===== config.mk =====
export PLATFORM = sky130hd
export DESIGN_NAME = priority_subsequence_rule_matcher
export DESIGN_NICKNAME = d
export VERILOG_FILES = /design/src/rtl/psrm_pkg.sv /design/src/rtl/psrm_cell.sv /design/src/rtl/psrm_out_buf.sv /design/src/rtl/priority_subsequence_rule_matcher.sv
export SDC_FILE = /design/constraint.sdc
export NUM_CORES = 1
export LEC_CHECK = 0
export ABC_AREA = 1
export BUFFER_PORTS_ARGS = -buffer_cell sky130_fd_sc_hd__buf_2
export CORE_MARGIN = 2
export CORE_UTILIZATION = 34
export CTS_CLUSTER_DIAMETER = 120
export DETAILED_ROUTE_END_ITERATION = 10
export GPL_TIMING_DRIVEN = 0
export SLEW_MARGIN = 20
export SYNTH_ARGS = -nofsm -noshare
export SYNTH_HDL_FRONTEND = slang
export SYNTH_HIERARCHICAL = 1
export SYNTH_SLANG_ARGS = --single-unit

===== constraint.sdc =====
create_clock -name clk -period 8.6 [get_ports clk]
set_clock_uncertainty 0.15 [all_clocks]
set_input_delay 0.86 -clock clk [delete_from_list [all_inputs] [get_ports clk]]
set_output_delay 0.86 -clock clk [all_outputs]
set_load 0.05 [all_outputs]

===== src/rtl/psrm_pkg.sv =====
// Shared constants and types for the priority subsequence rule matcher.
package psrm_pkg;

  // Default sizes
  localparam int DEF_RULE_COUNT      = 4;
  localparam int DEF_MAX_RULE_LENGTH = 8;
  localparam int DEF_TOKEN_BITS      = 4;

  // Rule word layout: token slots from bit 0, length, good flag
  localparam int CFG_WORD_W = 37;
  localparam int LEN_LSB    = 32;
  localparam int LEN_W      = 4;
  localparam int GOOD_BIT   = 36;

  // Progress counter holds 0..MAX_RULE_LENGTH (at most 8)
  localparam int PROG_W = 4;

  // Configuration port: one register per rule for the first CFG_REGS rules
  localparam int CFG_REGS  = 4;
  localparam int CFG_IDX_W = 2;

  // Verdict codes
  localparam logic signed [1:0] VERDICT_NONE = 2'sb00;
  localparam logic signed [1:0] VERDICT_GOOD = 2'sb01;
  localparam logic signed [1:0] VERDICT_BAD  = 2'sb11;

  // Verdict travelling down the cell chain
  typedef struct packed {
    logic hit;
    logic good;
  } verdict_t;

endpackage


===== src/rtl/psrm_cell.sv =====
// One rule cell: rule word, progress counter and one link of the priority chain.
module psrm_cell
  import psrm_pkg::*;
#(
  parameter int MAX_RULE_LENGTH = DEF_MAX_RULE_LENGTH,
  parameter int TOKEN_BITS      = DEF_TOKEN_BITS
) (
  input  logic                  clk,
  input  logic                  rst_n,
  input  logic                  cfg_we,
  input  logic [CFG_WORD_W-1:0] cfg_data,
  input  logic                  tok_take,
  input  logic [TOKEN_BITS-1:0] tok,
  input  logic                  tok_last,
  input  verdict_t              chain_in,
  output verdict_t              chain_out
);

  localparam int SLOT_SPAN = MAX_RULE_LENGTH * TOKEN_BITS;
  localparam int WIDE_W    = CFG_WORD_W + SLOT_SPAN;

  logic [CFG_WORD_W-1:0] word_r;
  logic [PROG_W-1:0]     prog_r, prog_nxt;
  logic [LEN_W-1:0]      len_raw;
  logic [PROG_W-1:0]     len;
  logic [WIDE_W-1:0]     wide;
  logic [TOKEN_BITS-1:0] exp_tok;
  logic                  adv;
  logic [PROG_W-1:0]     prog_upd;
  logic                  done;

  // Rule length, saturated to the maximum
  assign len_raw = word_r[LEN_LSB +: LEN_W];
  assign len = (PROG_W'(len_raw) > PROG_W'(MAX_RULE_LENGTH)) ?
               PROG_W'(MAX_RULE_LENGTH) : PROG_W'(len_raw);

  // Expected token at the current progress; slots past the word read as upper bits/zero
  assign wide = {{SLOT_SPAN{1'b0}}, word_r};
  always_comb begin
    exp_tok = '0;
    for (int s = 0; s < MAX_RULE_LENGTH; s++) begin
      if (prog_r == PROG_W'(s)) begin
        exp_tok = wide[s*TOKEN_BITS +: TOKEN_BITS];
      end
    end
  end

  // Advance on a match while not complete
  assign adv      = (prog_r < len) && (exp_tok == tok);
  assign prog_upd = adv ? prog_r + PROG_W'(1) : prog_r;
  assign done     = (len != '0) && (prog_upd >= len);

  // Lower-numbered cell overrides anything from above
  always_comb begin
    if (done) begin
      chain_out.hit  = 1'b1;
      chain_out.good = word_r[GOOD_BIT];
    end else begin
      chain_out = chain_in;
    end
  end

  // Progress clears after the last token of a path
  always_comb begin
    prog_nxt = prog_r;
    if (tok_take) begin
      prog_nxt = tok_last ? '0 : prog_upd;
    end
  end

  always_ff @(posedge clk) begin
    if (!rst_n) begin
      word_r <= '0;
      prog_r <= '0;
    end else begin
      prog_r <= prog_nxt;
      if (cfg_we) begin
        word_r <= cfg_data;
      end
    end
  end

endmodule


===== src/rtl/psrm_out_buf.sv =====
// Two-word output buffer: output register plus skid register.
module psrm_out_buf
  import psrm_pkg::*;
(
  input  logic              clk,
  input  logic              rst_n,
  input  logic              push,
  input  logic signed [1:0] push_verdict,
  output logic              full,
  output logic              out_valid,
  input  logic              out_stall,
  output logic signed [1:0] out_verdict
);

  logic              head_valid_r, head_valid_nxt;
  logic signed [1:0] head_verdict_r, head_verdict_nxt;
  logic              skid_valid_r, skid_valid_nxt;
  logic signed [1:0] skid_verdict_r, skid_verdict_nxt;
  logic              pop;

  assign pop = head_valid_r && !out_stall;

  // Head refills from skid first, then from the new word
  always_comb begin
    head_valid_nxt   = head_valid_r;
    head_verdict_nxt = head_verdict_r;
    skid_valid_nxt   = skid_valid_r;
    skid_verdict_nxt = skid_verdict_r;
    if (pop || !head_valid_r) begin
      if (skid_valid_r) begin
        head_valid_nxt   = 1'b1;
        head_verdict_nxt = skid_verdict_r;
        skid_valid_nxt   = push;
        skid_verdict_nxt = push_verdict;
      end else begin
        head_valid_nxt   = push;
        head_verdict_nxt = push_verdict;
      end
    end else if (push) begin
      skid_valid_nxt   = 1'b1;
      skid_verdict_nxt = push_verdict;
    end
  end

  always_ff @(posedge clk) begin
    if (!rst_n) begin
      head_valid_r <= 1'b0;
      skid_valid_r <= 1'b0;
    end else begin
      head_valid_r <= head_valid_nxt;
      skid_valid_r <= skid_valid_nxt;
    end
  end

  always_ff @(posedge clk) begin
    head_verdict_r <= head_verdict_nxt;
    skid_verdict_r <= skid_verdict_nxt;
  end

  assign full        = skid_valid_r;
  assign out_valid   = head_valid_r;
  assign out_verdict = head_verdict_r;

endmodule


===== src/rtl/priority_subsequence_rule_matcher.sv =====
// Top level of the priority subsequence rule matcher: cell chain and output buffer.
//
//   channel  direction  handshake            payload
//   in       input      in_valid / in_stall  in_token, in_path_end
//   out      output     out_valid/out_stall  out_verdict
//   cfg      input      cfg_valid/cfg_ready  cfg_index, cfg_data
//
// One token is taken every cycle while in_stall is low; all rule cells compare
// and count in parallel; a path_end token's verdict is registered in the buffer.
// The two-word output buffer keeps tokens flowing while out_stall is high,
// and in_stall rises only once both buffer words are full.
// Synchronous active-low reset clears rules, progress and the buffer.
module priority_subsequence_rule_matcher
  import psrm_pkg::*;
#(
  parameter int RULE_COUNT      = DEF_RULE_COUNT,
  parameter int MAX_RULE_LENGTH = DEF_MAX_RULE_LENGTH,
  parameter int TOKEN_BITS      = DEF_TOKEN_BITS
) (
  input  logic                  clk,
  input  logic                  rst_n,
  input  logic                  in_valid,
  output logic                  in_stall,
  input  logic [TOKEN_BITS-1:0] in_token,
  input  logic                  in_path_end,
  output logic                  out_valid,
  input  logic                  out_stall,
  output logic signed [1:0]     out_verdict,
  input  logic                  cfg_valid,
  output logic                  cfg_ready,
  input  logic [CFG_IDX_W-1:0]  cfg_index,
  input  logic [CFG_WORD_W-1:0] cfg_data
);

  logic              in_take;
  logic              cfg_take;
  logic              buf_full;
  logic signed [1:0] verdict;
  verdict_t          chain [RULE_COUNT+1];

  assign cfg_ready = 1'b1;
  assign cfg_take  = cfg_valid && cfg_ready;
  assign in_take   = in_valid && !in_stall;
  assign in_stall  = buf_full;

  // Nothing above the highest rule
  assign chain[RULE_COUNT] = '0;

  // Rule cells; only the first CFG_REGS have a write enable
  for (genvar r = 0; r < RULE_COUNT; r++) begin : g_cell
    logic we;
    if (r < CFG_REGS) begin : g_we
      assign we = cfg_take && (cfg_index == CFG_IDX_W'(r));
    end else begin : g_no_we
      assign we = 1'b0;
    end

    psrm_cell #(
      .MAX_RULE_LENGTH (MAX_RULE_LENGTH),
      .TOKEN_BITS      (TOKEN_BITS)
    ) u_cell (
      .clk       (clk),
      .rst_n     (rst_n),
      .cfg_we    (we),
      .cfg_data  (cfg_data),
      .tok_take  (in_take),
      .tok       (in_token),
      .tok_last  (in_path_end),
      .chain_in  (chain[r+1]),
      .chain_out (chain[r])
    );
  end

  // Verdict from the lowest-numbered completed rule
  always_comb begin
    if (!chain[0].hit) begin
      verdict = VERDICT_NONE;
    end else if (chain[0].good) begin
      verdict = VERDICT_GOOD;
    end else begin
      verdict = VERDICT_BAD;
    end
  end

  psrm_out_buf u_out_buf (
    .clk          (clk),
    .rst_n        (rst_n),
    .push         (in_take && in_path_end),
    .push_verdict (verdict),
    .full         (buf_full),
    .out_valid    (out_valid),
    .out_stall    (out_stall),
    .out_verdict  (out_verdict)
  );

endmodule

==> impl_table.tex <==
\begin{tabular}{lr}
\hline
Metric & Value \\
\hline
\multicolumn{2}{l}{\textbf{Logic synthesis}} \\
Synth cell types & 43 \\
Part of the Yosys area used for sequential elements & a little over a third \\
Gate Count Post-Synth & between 1000 and 1500 \\
Cell type contributing the most total cell area after synthesis & dfxtp\_1 \\
Mean area per synthesized cell & roughly 7 µm² \\
Synth top area share & between 30 and 40\% \\
Dominant register cell in the synthesized netlist & dfxtp\_1 \\
Number of flip-flops and latches in the synthesized netlist & between 150 and 200 \\
Mapped cell area & 9630 µm² \\
Yosys warning total & 6 \\
EDFF count, synth & 4 \\
Proportion of register bits with asynchronous set or reset after synthesis & 0\% \\
Top cells by area, synth & dfxtp\_1 34\%, nor2\_1 13\%, nand2\_1 8.8\% \\
\multicolumn{2}{l}{\textbf{Floorplanning}} \\
Initial core utilization & approximately a third \\
Die Footprint & 29700 µm² \\
Number of top-level design ports & 54 \\
Die span in x & 172 µm \\
Height of the die & between 150 and 200 µm \\
Site row count & roughly 60 \\
Placeable core area & approximately 28000 µm² \\
\multicolumn{2}{l}{\textbf{Global routing}} \\
Aggregate global routing overflow & 0 \\
Antenna violations before repair & 0 \\
GR peak layer & met1 \\
Vias in the first global route & slightly above 8000 \\
Met1 demand-to-capacity share in global routing & 29.4\% \\
Total global-route track usage & between 10\% and 20\% \\
Met3 layer usage reported by global route & under 10\% \\
Maximum number of pins on one net before global-route repair & 17 \\
Global-route wire length before repair & 44600 µm \\
Met2 layer usage reported by global route & 29.4\% \\
\multicolumn{2}{l}{\textbf{Final layout}} \\
Most common cell after layout, fill and taps aside & nor2\_1 \\
Share of layout cells above drive strength 1 & approximately an eighth \\
Final \#Nets & 1568 \\
P\&R area growth vs syn & 13.2\% \\
Number of diodes & 0 \\
Most used cells in the layout excluding fill and tap cells & 328 x nor2\_1, 226 x nand2\_1, 166 x dfxtp\_1 \\
Area of all placed cells without fillers & 10900 µm² \\
\multicolumn{2}{l}{\textbf{Drt}} \\
Number of routed nets with antenna violations & 0 \\
Drt total wl & between 20000 and 30000 µm \\
Via count normalized by instance count & approximately 5 \\
Wirelength per Cell & 15.3 µm \\
Number of design rule violations left after detail routing & 0 \\
Total number of vias & 9140 \\
First drt pass iteration count & 5 \\
First-iteration detailed-routing DRC count & roughly 700 \\
\multicolumn{2}{l}{\textbf{Worst setup path}} \\
Required time of the worst setup path & approximately 8.7 ns \\
Crit Path Class & reg2reg \\
Endpoint kind of the worst setup timing path & flip-flop \\
Count of cells along the worst register-to-register path & 21 \\
Setup crit start kind & flip-flop \\
Top fanout value on the critical path & 8 \\
Critical Path AT & between 5 and 6 ns \\
\multicolumn{2}{l}{\textbf{Clock network}} \\
Post-CTS Repair Setup Buffers & 0 \\
Sink Count & 170 \\
Post-cts hold buffer count & 0 \\
Clock latency reported for the late side of the worst-skew pair & approximately 0.42 ns \\
Post\_cts resized & 0 \\
CTS Root Cell & clkbuf\_16 \\
Inserted Clock Buffers & 17 \\
Clk slew on worst S/H paths & 0.06 ns \\
Number of buffers on the longest clock path & 2 \\
Maximum level of the CTS H-tree & 4 \\
Clock tree from TritonCTS & done \\
\multicolumn{2}{l}{\textbf{Timing}} \\
Unrepaired setup endpoints after global routing & false \\
Final setup vio count & 0 \\
Final-layout setup total negative slack & 0 ns \\
Minimum period implied by the final worst setup slack & around 5.0 ns \\
Fmax achieved & $\sim$200 MHz \\
Endpoints failing hold & 0 \\
Normalized max-slew margin & 59.8\% \\
Part of the cycle the worst path needs & between 50\% and 60\% \\
Final max-slew violation count & 0 \\
Transition at the pin with the smallest max-transition slack & about 0.6 ns \\
\multicolumn{2}{l}{\textbf{Pwr}} \\
Portion of total power attributed to combinational logic & 13.6\% \\
Int Power & around 1.3 mW \\
Total power density per cell area & roughly 170 nW/µm² \\
IR drop worst, VDD & approximately 0.13 mV \\
Switching component of the power & 0.497 mW \\
Leakage power total & approximately 5 nW \\
Fraction of power spent switching nets & a little over a quarter \\
Power share of the clock group & 39.4\% \\
Sequential group share of total power & roughly 47\% \\
\multicolumn{2}{l}{\textbf{Status}} \\
Result of the run & completed \\
\multicolumn{2}{l}{\textbf{Placed design}} \\
Final weighted congestion in routability-driven placement & a little under 0.9 \\
Post-place instance area & between 10000 and 15000 µm² \\
I/O Buffers & 52 \\
HPWL after detailed placement & between 20000 and 25000 µm \\
\multicolumn{2}{l}{\textbf{Worst hold path}} \\
Class of the tightest hold or removal check & reg2reg \\
Hold Path Cell Cnt & 2 \\
\multicolumn{2}{l}{\textbf{Run}} \\
Max\_cap viols & 0 \\
\hline
\end{tabular}
metal layers:
metal / share of wire (%) / routed length [µm]
met1: 50 / 14300
met2: 42 / 12000
met3: 6.2 / 1770
met4: 1.3 / 381
met5: 0 / 0
cells by family (layout without fill, tap and decap cells):
kind of cell    count (synthesis)  in the layout  share of synthesized area [%]
fa+ha+maj                      44             44                           5.72
compound gates                214            214                           12.3
other cells                     2              3                         0.0780
simple gates                  763            763                           36.5
buf+inv                       198            278                           8.51
mux                             4              4                          0.468
flops                         170            170                           35.7
xor+xnor                        8              8                          0.727
final cells by class:
cell class,count,area (µm²)
fillers,2970,17000
multi-input cells,1036,5370
flip-flops and latches,170,3440
inverters,141,529
well taps,378,473
clock buffers,19,453
plain buffers,57,290
repair buffers,52,260
clock inverters,9,77.6
worst paths after layout:
kind	startpoint	to	slack, ns
worst max register to register	g_cell[2].u_cell/prog_r[0]$_SDFFE_PN0P_	u_out_buf/out_verdict[1]$_DFFE_PP_	3.58
worst max-delay path	g_cell[2].u_cell/prog_r[0]$_SDFFE_PN0P_	u_out_buf/out_verdict[1]$_DFFE_PP_	3.58
worst min-delay path	g_cell[0].u_cell/word_r[3]$_SDFFE_PN0P_	g_cell[0].u_cell/word_r[3]$_SDFFE_PN0P_	0.31
worst min register to register	g_cell[0].u_cell/word_r[3]$_SDFFE_PN0P_	g_cell[0].u_cell/word_r[3]$_SDFFE_PN0P_	0.31
stage by stage:
step                power (mW)  hold slack [ns]  setup slack, ns  std cells  utilization (%)
detailed placement        1.11            0.302             3.66       1834             37.2
CTS                       1.82            0.310             3.62       1862             39.1
finish                    1.81            0.311             3.58       1862             39.1
global placement          1.11            0.296             3.66       1834             37.2
floorplan                 1.02            0.284             4.31       1404                -
global route              1.89            0.322             3.28       1862             39.1
cell usage after synthesis (all sizes together), types with 6 or more instances:
cell,instances
a21oi,26
inv,138
or2,19
buf,13
nand3,90
dfxtp,166
ha,44
nand4,34
nand3b,16
nor2,340
o21ai,161
o21a,9
clkbuf,44
a21boi,6
nand2,254
worst max-delay path: stages, from the launching register on:
cell	delay [ns]
dfxtp_1	0.49
ha_1	0.38
inv_1	0.09
nor3_2	0.25
inv_1	0.20
or2_2	0.34
nand3b_2	0.10
nand2_2	0.07
nor2_4	0.22
nand4_1	0.15
and2_1	0.20
ha_1	0.26
a21boi_0	0.12
o21a_1	0.17
o21a_1	0.16
o22ai_1	0.29
mux2_2	0.39
mux2_2	0.29
mux2_2	0.28
nor2_1	0.16
nand2_1	0.08
nand2_1	0.05
registers in the layout, indices dropped and copies added, names as in the netlist:
signal / count
u_out_buf/skid_verdict_r: 2
g_cell.u_cell/word_r: 148
u_out_buf/out_valid: 1
g_cell.u_cell/prog_r: 16
u_out_buf/full: 1
u_out_buf/out_verdict: 2
power groups by stage:
| stage | Clock (mW) | Combinational (mW) | Sequential, mW |
|---|---|---|---|
| 2_1_floorplan | 0 | 0.150 | 0.872 |
| 3_3_place_gp | 0 | 0.239 | 0.868 |
| 3_5_place_dp | 0 | 0.242 | 0.868 |
| 4_1_cts | 0.729 | 0.244 | 0.851 |
| 5_1_grt | 0.760 | 0.273 | 0.856 |
| 6_report | 0.714 | 0.246 | 0.851 |
Note: power is estimated with default switching activity, not from simulation.
